==> src/rtl/pwrc_pkg.sv <==
package pwrc_pkg;

    // Widths fixed by the field layout
    localparam int CODE_BITS_DEF = 24;
    localparam int CODE_WORD_W   = 24;
    localparam int TICK_W        = 8;
    localparam int APB_ADDR_W    = 4;
    localparam int APB_DATA_W    = 32;
    localparam int REG_IDX_W     = 2;

    // Register map indexes (byte address = 4 * index)
    localparam logic [REG_IDX_W-1:0] REG_SYNC_HIGH = 2'd0;
    localparam logic [REG_IDX_W-1:0] REG_SYNC_LOW  = 2'd1;
    localparam logic [REG_IDX_W-1:0] REG_WIDE      = 2'd2;
    localparam logic [REG_IDX_W-1:0] REG_NARROW    = 2'd3;

    // Register reset values
    localparam logic [TICK_W-1:0] SYNC_HIGH_RST = 8'd1;
    localparam logic [TICK_W-1:0] SYNC_LOW_RST  = 8'd31;
    localparam logic [TICK_W-1:0] WIDE_RST      = 8'd3;
    localparam logic [TICK_W-1:0] NARROW_RST    = 8'd1;

    // Request operation codes
    localparam logic OP_TICK  = 1'b0;
    localparam logic OP_START = 1'b1;

    typedef struct packed {
        logic [TICK_W-1:0] sync_high;
        logic [TICK_W-1:0] sync_low;
        logic [TICK_W-1:0] wide;
        logic [TICK_W-1:0] narrow;
    } pwrc_cfg_t;

    typedef struct packed {
        logic line_level;
        logic busy_res;
        logic frame_done;
        logic start_rejected;
    } pwrc_result_t;

    typedef enum logic [4:0] {
        PH_IDLE    = 5'b00001,
        PH_SYNC_HI = 5'b00010,
        PH_SYNC_LO = 5'b00100,
        PH_BIT_HI  = 5'b01000,
        PH_BIT_LO  = 5'b10000
    } pwrc_phase_t;

    // A programmed length of zero behaves as one tick
    function automatic logic [TICK_W-1:0] at_least_one(input logic [TICK_W-1:0] v);
        return (v == '0) ? TICK_W'(1) : v;
    endfunction

endpackage

==> src/rtl/pwrc_ifs.sv <==
interface pwrc_in_if import pwrc_pkg::*; ();
    logic                   valid;
    logic                   ready;
    logic                   operation;
    logic [CODE_WORD_W-1:0] code_word;

    modport source (output valid, output operation, output code_word, input ready);
    modport sink   (input valid, input operation, input code_word, output ready);
endinterface

interface pwrc_out_if import pwrc_pkg::*; ();
    logic valid;
    logic ready;
    logic line_level;
    logic busy_res;
    logic frame_done;
    logic start_rejected;

    modport source (output valid, output line_level, output busy_res, output frame_done,
                    output start_rejected, input ready);
    modport sink   (input valid, input line_level, input busy_res, input frame_done,
                    input start_rejected, output ready);
endinterface

==> src/rtl/pwrc_regs.sv <==
module pwrc_regs import pwrc_pkg::*; (
    input  logic                  clk,
    input  logic                  rst_n,
    input  logic                  psel,
    input  logic                  penable,
    input  logic                  pwrite,
    input  logic [APB_ADDR_W-1:0] paddr,
    input  logic [APB_DATA_W-1:0] pwdata,
    output logic [APB_DATA_W-1:0] prdata,
    output logic                  pready,
    output pwrc_cfg_t             cfg
);

    pwrc_cfg_t             cfg_reg;
    logic                  wr_en;
    logic [REG_IDX_W-1:0]  reg_idx;

    assign pready  = 1'b1;
    assign wr_en   = psel & penable & pwrite;
    assign reg_idx = paddr[APB_ADDR_W-1:2];
    assign cfg     = cfg_reg;

    // Register writes on the access phase
    always_ff @(posedge clk or negedge rst_n)
    begin
        if (!rst_n)
        begin
            cfg_reg.sync_high <= SYNC_HIGH_RST;
            cfg_reg.sync_low  <= SYNC_LOW_RST;
            cfg_reg.wide      <= WIDE_RST;
            cfg_reg.narrow    <= NARROW_RST;
        end
        else if (wr_en)
        begin
            case (reg_idx)
                REG_SYNC_HIGH: cfg_reg.sync_high <= pwdata[TICK_W-1:0];
                REG_SYNC_LOW:  cfg_reg.sync_low  <= pwdata[TICK_W-1:0];
                REG_WIDE:      cfg_reg.wide      <= pwdata[TICK_W-1:0];
                REG_NARROW:    cfg_reg.narrow    <= pwdata[TICK_W-1:0];
                default:       ;
            endcase
        end
    end

    // Read mux
    always_comb
    begin
        case (reg_idx)
            REG_SYNC_HIGH: prdata = APB_DATA_W'(cfg_reg.sync_high);
            REG_SYNC_LOW:  prdata = APB_DATA_W'(cfg_reg.sync_low);
            REG_WIDE:      prdata = APB_DATA_W'(cfg_reg.wide);
            REG_NARROW:    prdata = APB_DATA_W'(cfg_reg.narrow);
            default:       prdata = '0;
        endcase
    end

endmodule

==> src/rtl/pwrc_fsm.sv <==
module pwrc_fsm import pwrc_pkg::*; #(
    parameter int CODE_BITS = CODE_BITS_DEF
) (
    input  logic                   clk,
    input  logic                   rst_n,
    input  logic                   accept,
    input  logic                   operation,
    input  logic [CODE_WORD_W-1:0] code_word,
    input  pwrc_cfg_t              cfg,
    output pwrc_result_t           result
);

    localparam int BIDX_W = (CODE_BITS > 1) ? $clog2(CODE_BITS) : 1;
    localparam int EXT_W  = (CODE_BITS > CODE_WORD_W) ? CODE_BITS : CODE_WORD_W;

    pwrc_phase_t           phase_reg, phase_next;
    logic [TICK_W-1:0]     tick_count_reg, tick_count_next;
    logic [BIDX_W-1:0]     bit_index_reg, bit_index_next;
    logic [CODE_BITS-1:0]  code_shift_reg, code_shift_next;
    logic                  pin_level_reg, pin_level_next;

    logic [EXT_W-1:0]      word_ext;
    logic                  cur_bit;
    logic [TICK_W-1:0]     seg_len;
    logic [TICK_W:0]       tick_inc;
    logic                  seg_end;

    // Code loaded on start: low bits kept, missing high bits sent as zeros
    assign word_ext = EXT_W'(code_word);
    assign cur_bit  = code_shift_reg[bit_index_reg];
    assign tick_inc = {1'b0, tick_count_reg} + (TICK_W+1)'(1);
    assign seg_end  = (tick_inc >= {1'b0, seg_len});

    // Length of the current segment
    always_comb
    begin
        case (phase_reg)
            PH_SYNC_HI: seg_len = at_least_one(cfg.sync_high);
            PH_SYNC_LO: seg_len = at_least_one(cfg.sync_low);
            PH_BIT_HI:  seg_len = at_least_one(cur_bit ? cfg.wide : cfg.narrow);
            PH_BIT_LO:  seg_len = at_least_one(cur_bit ? cfg.narrow : cfg.wide);
            default:    seg_len = TICK_W'(1);
        endcase
    end

    // Next state and result for one request
    always_comb
    begin
        phase_next      = phase_reg;
        tick_count_next = tick_count_reg;
        bit_index_next  = bit_index_reg;
        code_shift_next = code_shift_reg;
        pin_level_next  = pin_level_reg;
        result          = '0;

        if (accept)
        begin
            if (operation == OP_START)
            begin
                if (phase_reg != PH_IDLE)
                begin
                    result.start_rejected = 1'b1;
                end
                else
                begin
                    code_shift_next = word_ext[CODE_BITS-1:0];
                    bit_index_next  = BIDX_W'(CODE_BITS - 1);
                    tick_count_next = '0;
                    phase_next      = PH_SYNC_HI;
                end
                result.line_level = pin_level_reg;
            end
            else if (phase_reg == PH_IDLE)
            begin
                pin_level_next    = 1'b0;
                result.line_level = 1'b0;
            end
            else
            begin
                result.line_level = (phase_reg == PH_SYNC_HI) || (phase_reg == PH_BIT_HI);
                pin_level_next    = result.line_level;
                tick_count_next   = tick_inc[TICK_W-1:0];
                if (seg_end)
                begin
                    tick_count_next = '0;
                    case (phase_reg)
                        PH_SYNC_HI: phase_next = PH_SYNC_LO;
                        PH_SYNC_LO: phase_next = PH_BIT_HI;
                        PH_BIT_HI:  phase_next = PH_BIT_LO;
                        default:
                        begin
                            if (bit_index_reg == '0)
                            begin
                                phase_next        = PH_IDLE;
                                result.frame_done = 1'b1;
                            end
                            else
                            begin
                                bit_index_next = bit_index_reg - BIDX_W'(1);
                                phase_next     = PH_BIT_HI;
                            end
                        end
                    endcase
                end
            end
        end
        result.busy_res = (phase_next != PH_IDLE);
    end

    // Sender state
    always_ff @(posedge clk or negedge rst_n)
    begin
        if (!rst_n)
        begin
            phase_reg      <= PH_IDLE;
            tick_count_reg <= '0;
            bit_index_reg  <= '0;
            code_shift_reg <= '0;
            pin_level_reg  <= 1'b0;
        end
        else
        begin
            phase_reg      <= phase_next;
            tick_count_reg <= tick_count_next;
            bit_index_reg  <= bit_index_next;
            code_shift_reg <= code_shift_next;
            pin_level_reg  <= pin_level_next;
        end
    end

endmodule

==> src/rtl/pwrc_out_buf.sv <==
module pwrc_out_buf import pwrc_pkg::*; (
    input  logic         clk,
    input  logic         rst_n,
    input  logic         push,
    input  pwrc_result_t push_data,
    output logic         push_ready,
    pwrc_out_if.source   res
);

    logic         out_valid_reg;
    pwrc_result_t out_data_reg;
    logic         skid_valid_reg;
    pwrc_result_t skid_data_reg;
    logic         out_free;

    // New requests are taken as long as the skid slot is empty
    assign push_ready = !skid_valid_reg;
    assign out_free   = !out_valid_reg || res.ready;

    // Output stage control
    always_ff @(posedge clk or negedge rst_n)
    begin
        if (!rst_n)
        begin
            out_valid_reg  <= 1'b0;
            skid_valid_reg <= 1'b0;
        end
        else if (out_free)
        begin
            if (skid_valid_reg)
            begin
                out_valid_reg  <= 1'b1;
                skid_valid_reg <= 1'b0;
            end
            else
            begin
                out_valid_reg <= push;
            end
        end
        else if (push)
        begin
            skid_valid_reg <= 1'b1;
        end
    end

    // Output stage payload
    always_ff @(posedge clk)
    begin
        if (out_free)
        begin
            out_data_reg <= skid_valid_reg ? skid_data_reg : push_data;
        end
        if (!out_free && push)
        begin
            skid_data_reg <= push_data;
        end
    end

    assign res.valid          = out_valid_reg;
    assign res.line_level     = out_data_reg.line_level;
    assign res.busy_res       = out_data_reg.busy_res;
    assign res.frame_done     = out_data_reg.frame_done;
    assign res.start_rejected = out_data_reg.start_rejected;

endmodule

==> src/rtl/pulse_width_remote_code_sender_core.sv <==
// A result is registered in the output stage, or in its skid slot while that stage is stalled.
// Throughput: one request per cycle while the skid slot is empty; the sender state updates on each accept.
// A two-entry output stage keeps requests flowing while one result waits.
// Reset (rst_n, async, active low) idles the sender, drives the line low,
// empties the output stage and returns the tick registers to their defaults.
module pulse_width_remote_code_sender_core import pwrc_pkg::*; #(
    parameter int CODE_BITS = CODE_BITS_DEF
) (
    input  logic                  clk,
    input  logic                  rst_n,
    pwrc_in_if.sink               cmd,
    pwrc_out_if.source            status,
    input  logic                  psel,
    input  logic                  penable,
    input  logic                  pwrite,
    input  logic [APB_ADDR_W-1:0] paddr,
    input  logic [APB_DATA_W-1:0] pwdata,
    output logic [APB_DATA_W-1:0] prdata,
    output logic                  pready
);

    pwrc_cfg_t    cfg;
    pwrc_result_t result;
    logic         buf_ready;
    logic         accept;

    assign cmd.ready = buf_ready;
    assign accept    = cmd.valid & buf_ready;

    // Tick length registers
    pwrc_regs u_regs (
        .clk     (clk),
        .rst_n   (rst_n),
        .psel    (psel),
        .penable (penable),
        .pwrite  (pwrite),
        .paddr   (paddr),
        .pwdata  (pwdata),
        .prdata  (prdata),
        .pready  (pready),
        .cfg     (cfg)
    );

    // Frame sequencer
    pwrc_fsm #(
        .CODE_BITS (CODE_BITS)
    ) u_fsm (
        .clk       (clk),
        .rst_n     (rst_n),
        .accept    (accept),
        .operation (cmd.operation),
        .code_word (cmd.code_word),
        .cfg       (cfg),
        .result    (result)
    );

    // Result register with skid slot
    pwrc_out_buf u_out_buf (
        .clk        (clk),
        .rst_n      (rst_n),
        .push       (accept),
        .push_data  (result),
        .push_ready (buf_ready),
        .res        (status)
    );

endmodule

==> src/flat_wrapper.sv <==
// flat-port wrapper written by rule: the top's interface ports become plain ports
module pulse_width_remote_code_sender_core_flat import pwrc_pkg::*;
#(
    parameter int CODE_BITS = CODE_BITS_DEF
)
  (clk, rst_n, psel, penable, pwrite, paddr, pwdata, prdata, pready, cmd_valid, cmd_operation, cmd_code_word, cmd_ready, status_valid, status_line_level, status_busy_res, status_frame_done, status_start_rejected, status_ready);
  pwrc_in_if cmd_i ();
  pwrc_out_if status_i ();
  input  logic clk;
  input  logic rst_n;
  input  logic psel;
  input  logic penable;
  input  logic pwrite;
  input  logic [APB_ADDR_W-1:0] paddr;
  input  logic [APB_DATA_W-1:0] pwdata;
  output logic [APB_DATA_W-1:0] prdata;
  output logic pready;
  input wire logic [$bits(cmd_i.valid)-1:0] cmd_valid;
  input wire logic [$bits(cmd_i.operation)-1:0] cmd_operation;
  input wire logic [$bits(cmd_i.code_word)-1:0] cmd_code_word;
  output wire logic [$bits(cmd_i.ready)-1:0] cmd_ready;
  output wire logic [$bits(status_i.valid)-1:0] status_valid;
  output wire logic [$bits(status_i.line_level)-1:0] status_line_level;
  output wire logic [$bits(status_i.busy_res)-1:0] status_busy_res;
  output wire logic [$bits(status_i.frame_done)-1:0] status_frame_done;
  output wire logic [$bits(status_i.start_rejected)-1:0] status_start_rejected;
  input wire logic [$bits(status_i.ready)-1:0] status_ready;
  assign cmd_i.valid = cmd_valid;
  assign cmd_i.operation = cmd_operation;
  assign cmd_i.code_word = cmd_code_word;
  assign cmd_ready = cmd_i.ready;
  assign status_valid = status_i.valid;
  assign status_line_level = status_i.line_level;
  assign status_busy_res = status_i.busy_res;
  assign status_frame_done = status_i.frame_done;
  assign status_start_rejected = status_i.start_rejected;
  assign status_i.ready = status_ready;
  pulse_width_remote_code_sender_core #(.CODE_BITS(CODE_BITS)) u_core (.clk(clk), .rst_n(rst_n), .cmd(cmd_i), .status(status_i), .psel(psel), .penable(penable), .pwrite(pwrite), .paddr(paddr), .pwdata(pwdata), .prdata(prdata), .pready(pready));
endmodule
==> config.mk <==
export PLATFORM = sky130hd
export DESIGN_NAME = pulse_width_remote_code_sender_core_flat
export DESIGN_NICKNAME = d
export VERILOG_FILES = /design/src/rtl/pwrc_pkg.sv /design/src/rtl/pwrc_ifs.sv /design/src/rtl/pwrc_regs.sv /design/src/rtl/pwrc_fsm.sv /design/src/rtl/pwrc_out_buf.sv /design/src/rtl/pulse_width_remote_code_sender_core.sv /design/src/flat_wrapper.sv
export SDC_FILE = /design/constraint.sdc
export NUM_CORES = 1
export LEC_CHECK = 0
export BUFFER_PORTS_ARGS = -buffer_cell sky130_fd_sc_hd__buf_2
export CORE_MARGIN = 1
export CORE_UTILIZATION = 40
export CTS_BUF_LIST = sky130_fd_sc_hd__clkbuf_8 sky130_fd_sc_hd__clkbuf_16
export DETAILED_ROUTE_END_ITERATION = 6
export SLEW_MARGIN = 20
export SYNTH_ARGS = -nofsm -noshare
export SYNTH_HDL_FRONTEND = slang
export SYNTH_SLANG_ARGS = --single-unit
==> constraint.sdc <==
create_clock -name clk -period 4.55 [get_ports clk]
set_clock_uncertainty 0.2 [all_clocks]
set_input_delay 0.2275 -clock clk [delete_from_list [all_inputs] [get_ports clk]]
set_output_delay 0.2275 -clock clk [all_outputs]
set_load 0.01 [all_outputs]
==> run_summary.xml <==
<?xml version="1.0" encoding="UTF-8"?>
<metrics>
  <group name="layout">
    <metric name="final_cells" unit="">624</metric>
    <metric name="area.sequential" unit="mm^2">0.002182</metric>
    <metric name="multi_input_comb_area" unit="mm^2">0.002371</metric>
    <metric name="final_layout_net_count" unit="">557</metric>
    <metric name="number_of_flip_flops_in_the_largest_register" unit="">32</metric>
    <metric name="layout.cells.most_common_list" unit="">sky130_fd_sc_hd__dfrtp_1, sky130_fd_sc_hd__mux2_2, sky130_fd_sc_hd__buf_2</metric>
    <metric name="final.fill_count" unit="">1053</metric>
    <metric name="layout_area_growth_over_synthesis" unit="%">18.98</metric>
    <metric name="drive_above_1_share" unit="%">34.10</metric>
    <metric name="antenna_cells" unit="">0</metric>
    <metric name="final_core_util" unit="%">49.25</metric>
    <metric name="mostFrequentLayoutCell" unit="">sky130_fd_sc_hd__dfrtp_1</metric>
  </group>
  <group name="floorplan">
    <metric name="chipHeight" unit="um">111.2</metric>
    <metric name="core" unit="mm^2">0.01152</metric>
    <metric name="fp-row-count" unit="">39</metric>
    <metric name="die_w" unit="um">111.2</metric>
    <metric name="floorplan.die_area" unit="mm^2">0.01236</metric>
    <metric name="start_util" unit="%">41.40</metric>
    <metric name="io_pins" unit="">107</metric>
  </group>
  <group name="clocking">
    <metric name="clkLatencyLatePin" unit="ns">0.34</metric>
    <metric name="cts.clk_slew.worst_paths" unit="ns">0.06</metric>
    <metric name="cts_sinks" unit="">85</metric>
    <metric name="cts_max_level" unit="">3</metric>
    <metric name="clk_path_buf_depth" unit="">2</metric>
    <metric name="cts_tree" unit="">yes</metric>
    <metric name="cts.root.buffer_cell" unit="">sky130_fd_sc_hd__clkbuf_16</metric>
    <metric name="cts_buffers" unit="">9</metric>
  </group>
  <group name="min_path">
    <metric name="min-delay-path-class" unit="">in2reg</metric>
  </group>
  <group name="grt">
    <metric name="grt_remaining_overflow" unit="">0</metric>
    <metric name="grt_pass1_wl" unit="mm">16.53</metric>
    <metric name="grt_pass1_vias" unit="">3280</metric>
    <metric name="grt_max_degree" unit="">78</metric>
    <metric name="grt_util_all_layers" unit="%">16.96</metric>
    <metric name="antenna_found_initial" unit="">0</metric>
  </group>
  <group name="pwr">
    <metric name="leakage_power" unit="nW">2.552</metric>
    <metric name="sequentialPowerShare" unit="%">41.7</metric>
    <metric name="net-switching-power" unit="W">0.001031</metric>
    <metric name="worst_ir_drop_on_vdd" unit="mV">0.2183</metric>
    <metric name="power.density" unit="mW/mm^2">518.1</metric>
    <metric name="power.switching_fraction" unit="%">35.07</metric>
    <metric name="power.share.combinational" unit="%">36.1</metric>
    <metric name="power.internal" unit="W">0.001908</metric>
    <metric name="power" unit="W">0.002939</metric>
    <metric name="pwr-share-clk" unit="%">22.2</metric>
  </group>
  <group name="timing">
    <metric name="timing.final.setup_violations" unit="">0</metric>
    <metric name="final_period_minus_worst_setup_slack" unit="ns">4.381</metric>
    <metric name="timing_worst_slew_pin_value" unit="ns">0.9872</metric>
    <metric name="slew_headroom" unit="%">34.02</metric>
    <metric name="timing_max_transition_violations_final" unit="">0</metric>
    <metric name="final_min_period_over_clock_period" unit="%">96.28</metric>
    <metric name="final-hold-violation-count" unit="">0</metric>
    <metric name="totalNegativeSetupSlack" unit="ns">0</metric>
    <metric name="maxClockFrequency" unit="GHz">0.2283</metric>
  </group>
  <group name="synthesis">
    <metric name="synth_cells" unit="">394</metric>
    <metric name="synth_seq_cells" unit="">85</metric>
    <metric name="netlist_area_before_placement" unit="mm^2">0.004767</metric>
    <metric name="number_of_synthesized_flops_with_an_enable_pin" unit="">8</metric>
    <metric name="yosysWarnings" unit="">0</metric>
    <metric name="async_reset_ff_share" unit="%">90.59</metric>
    <metric name="netlist.area_leader.share" unit="%">35.17</metric>
    <metric name="synth-main-ff-cell" unit="">sky130_fd_sc_hd__dfrtp_1</metric>
    <metric name="postSynthAreaPerCell" unit="um^2">12.10</metric>
    <metric name="yosys.cell_types.count" unit="">69</metric>
    <metric name="synthTopCellsByArea" unit="">sky130_fd_sc_hd__dfrtp_1, sky130_fd_sc_hd__mux2_2, sky130_fd_sc_hd__dfstp_2</metric>
    <metric name="synth_sequential_area_ratio" unit="%">45.72</metric>
    <metric name="synth_top_area_cell" unit="">sky130_fd_sc_hd__dfrtp_1</metric>
  </group>
  <group name="worst_setup_path">
    <metric name="setup.worst_path.class" unit="">reg2reg</metric>
    <metric name="worstPathRequired" unit="ns">4.44</metric>
    <metric name="cp-start-kind" unit="">flop</metric>
    <metric name="critical_path_arrival" unit="ns">4.27</metric>
    <metric name="critical_path.endpoint_type" unit="">flop</metric>
    <metric name="crit_path_max_fo" unit="">7</metric>
  </group>
  <group name="route">
    <metric name="drc" unit="">17</metric>
    <metric name="drt.antenna.violating_nets" unit="">0</metric>
    <metric name="routed_wl" unit="mm">9.874</metric>
    <metric name="vias_per_cell" unit="">5.405</metric>
    <metric name="dr_total_vias" unit="">3373</metric>
    <metric name="drt-initial-drc-count" unit="">268</metric>
    <metric name="post_drt_wl_per_cell" unit="um">15.82</metric>
    <metric name="drt_pre_antenna_iters" unit="">6</metric>
  </group>
  <group name="status">
    <metric name="outcome" unit="">finished, violations left</metric>
    <metric name="failed_checks" unit="">design-rule violations</metric>
  </group>
  <group name="placement">
    <metric name="gp_congestion" unit="">0.8267</metric>
    <metric name="port_buffers" unit="">55</metric>
    <metric name="placedCellCount" unit="">574</metric>
    <metric name="dp_hpwl" unit="mm">6.810</metric>
  </group>
  <group name="job">
    <metric name="max_cap_viol_count" unit="">0</metric>
  </group>
</metrics>
-- worst max-delay path: stages (launching register included) --
cell and delay [ns]:
sky130_fd_sc_hd__dfrtp_2 0.43, sky130_fd_sc_hd__mux4_1 0.60, sky130_fd_sc_hd__o2111ai_2 0.20, sky130_fd_sc_hd__nand3_2 0.21, sky130_fd_sc_hd__mux2i_2 0.47, sky130_fd_sc_hd__a221oi_1 0.16
sky130_fd_sc_hd__ha_1 0.34, sky130_fd_sc_hd__a2111oi_1 0.42, sky130_fd_sc_hd__o21ai_1 0.20, sky130_fd_sc_hd__a41o_1 0.32, sky130_fd_sc_hd__o221ai_2 0.17, sky130_fd_sc_hd__nand3_1 0.13
sky130_fd_sc_hd__mux2_2 0.27
-- worst paths after layout --
| path | slack, ns | start | cells past startpoint | to |
|---|---|---|---|---|
| max in group asynchronous | 3.07 | rst_n | 2 | u_core.u_fsm.bit_index_reg[2] |
| max | 0.17 | u_core.u_fsm.bit_index_reg[0] | 12 | u_core.u_out_buf.res.busy_res |
| min reg2reg | 0.30 | u_core.u_fsm.code_shift_reg[18] | 1 | u_core.u_fsm.code_shift_reg[18] |
| max reg2reg | 0.17 | u_core.u_fsm.bit_index_reg[0] | 12 | u_core.u_out_buf.res.busy_res |
| min | 0.1 | cmd_operation | 2 | u_core.u_fsm.pin_level_reg |
| min in group asynchronous | 0.37 | rst_n | 2 | u_core.u_fsm.tick_count_reg[3] |
-- area by class of cell --
class | count | area share, %
flip-flops and latches | 85 | 38.47
inverters | 10 | 0.6839
clock inverters | 7 | 0.6177
repair buffers | 92 | 11.29
multi-input cells | 278 | 41.80
well taps | 143 | 3.155
clock buffers | 9 | 3.971
-- kinds of logic after synthesis --
family	synth area share (%)
simple gates	9.842
flops	45.72
fa+ha+maj	3.412
mux	21.44
xor+xnor	1.470
other cells	0.1575
buf+inv	6.561
compound gates	11.39
-- cells in the mapped netlist (3+ instances only) --
library cell	instances
sky130_fd_sc_hd__dfrtp_1	67
sky130_fd_sc_hd__xor2_1	3
sky130_fd_sc_hd__mux2i_1	9
sky130_fd_sc_hd__inv_1	9
sky130_fd_sc_hd__nand2_1	13
sky130_fd_sc_hd__a21o_1	4
sky130_fd_sc_hd__mux2_2	59
sky130_fd_sc_hd__buf_4	25
sky130_fd_sc_hd__clkbuf_1	11
sky130_fd_sc_hd__nor2_1	17
sky130_fd_sc_hd__edfxtp_1	8
sky130_fd_sc_hd__mux4_2	9
sky130_fd_sc_hd__xnor2_1	5
sky130_fd_sc_hd__or2_2	3
sky130_fd_sc_hd__nand3_1	10
sky130_fd_sc_hd__nor4_1	7
sky130_fd_sc_hd__buf_2	6
sky130_fd_sc_hd__and3_1	5
sky130_fd_sc_hd__a21oi_1	7
sky130_fd_sc_hd__a22o_1	15
sky130_fd_sc_hd__nor3_1	4
sky130_fd_sc_hd__a221oi_1	7
sky130_fd_sc_hd__o21ai_0	7
sky130_fd_sc_hd__ha_1	13
sky130_fd_sc_hd__dfstp_2	10
sky130_fd_sc_hd__nand2b_1	4
-- stage by stage --
stage / setup WS [ns] / cell area [um^2] / hold WS (ns)
6_report: 0.1692 / 5672 / 0.09589
5_1_grt: -0.06774 / 5672 / 0.1093
4_1_cts: 0.1254 / 5659 / 0.07760
3_5_place_dp: 0.1283 / 5059 / 0.2590
3_3_place_gp: 0.1918 / 5059 / 0.2397
2_1_floorplan: 0.6222 / 4853 / -0.2681
-- layer usage --
metal  GRT usage [%]  up-vias  wire [um]
li1                -     1599          -
met1           23.54     1664       4560
met2           26.46      100       4678
met3           3.335       10        515
met4           5.856        0        119
met5               0        -          0
-- power by group through the flow --
stage                     Sequential, W  Clock, W  Combinational (W)
after CTS                       0.00122  0.000670            0.00106
after floorplan                 0.00112         0           0.000892
final                           0.00123  0.000652            0.00106
after global routing            0.00126  0.000702            0.00117
after global placement          0.00122         0            0.00101
after detailed placement        0.00123         0            0.00103
-- repair_timing --
action	CTS	global route
hold endpoints to repair	125	0
buffers inserted	0	0
hold buffers	34	0
gates resized for setup	0	4
endpoints found under the setup margin	0	1
No activity file was read; power rests on OpenSTA's default activity.
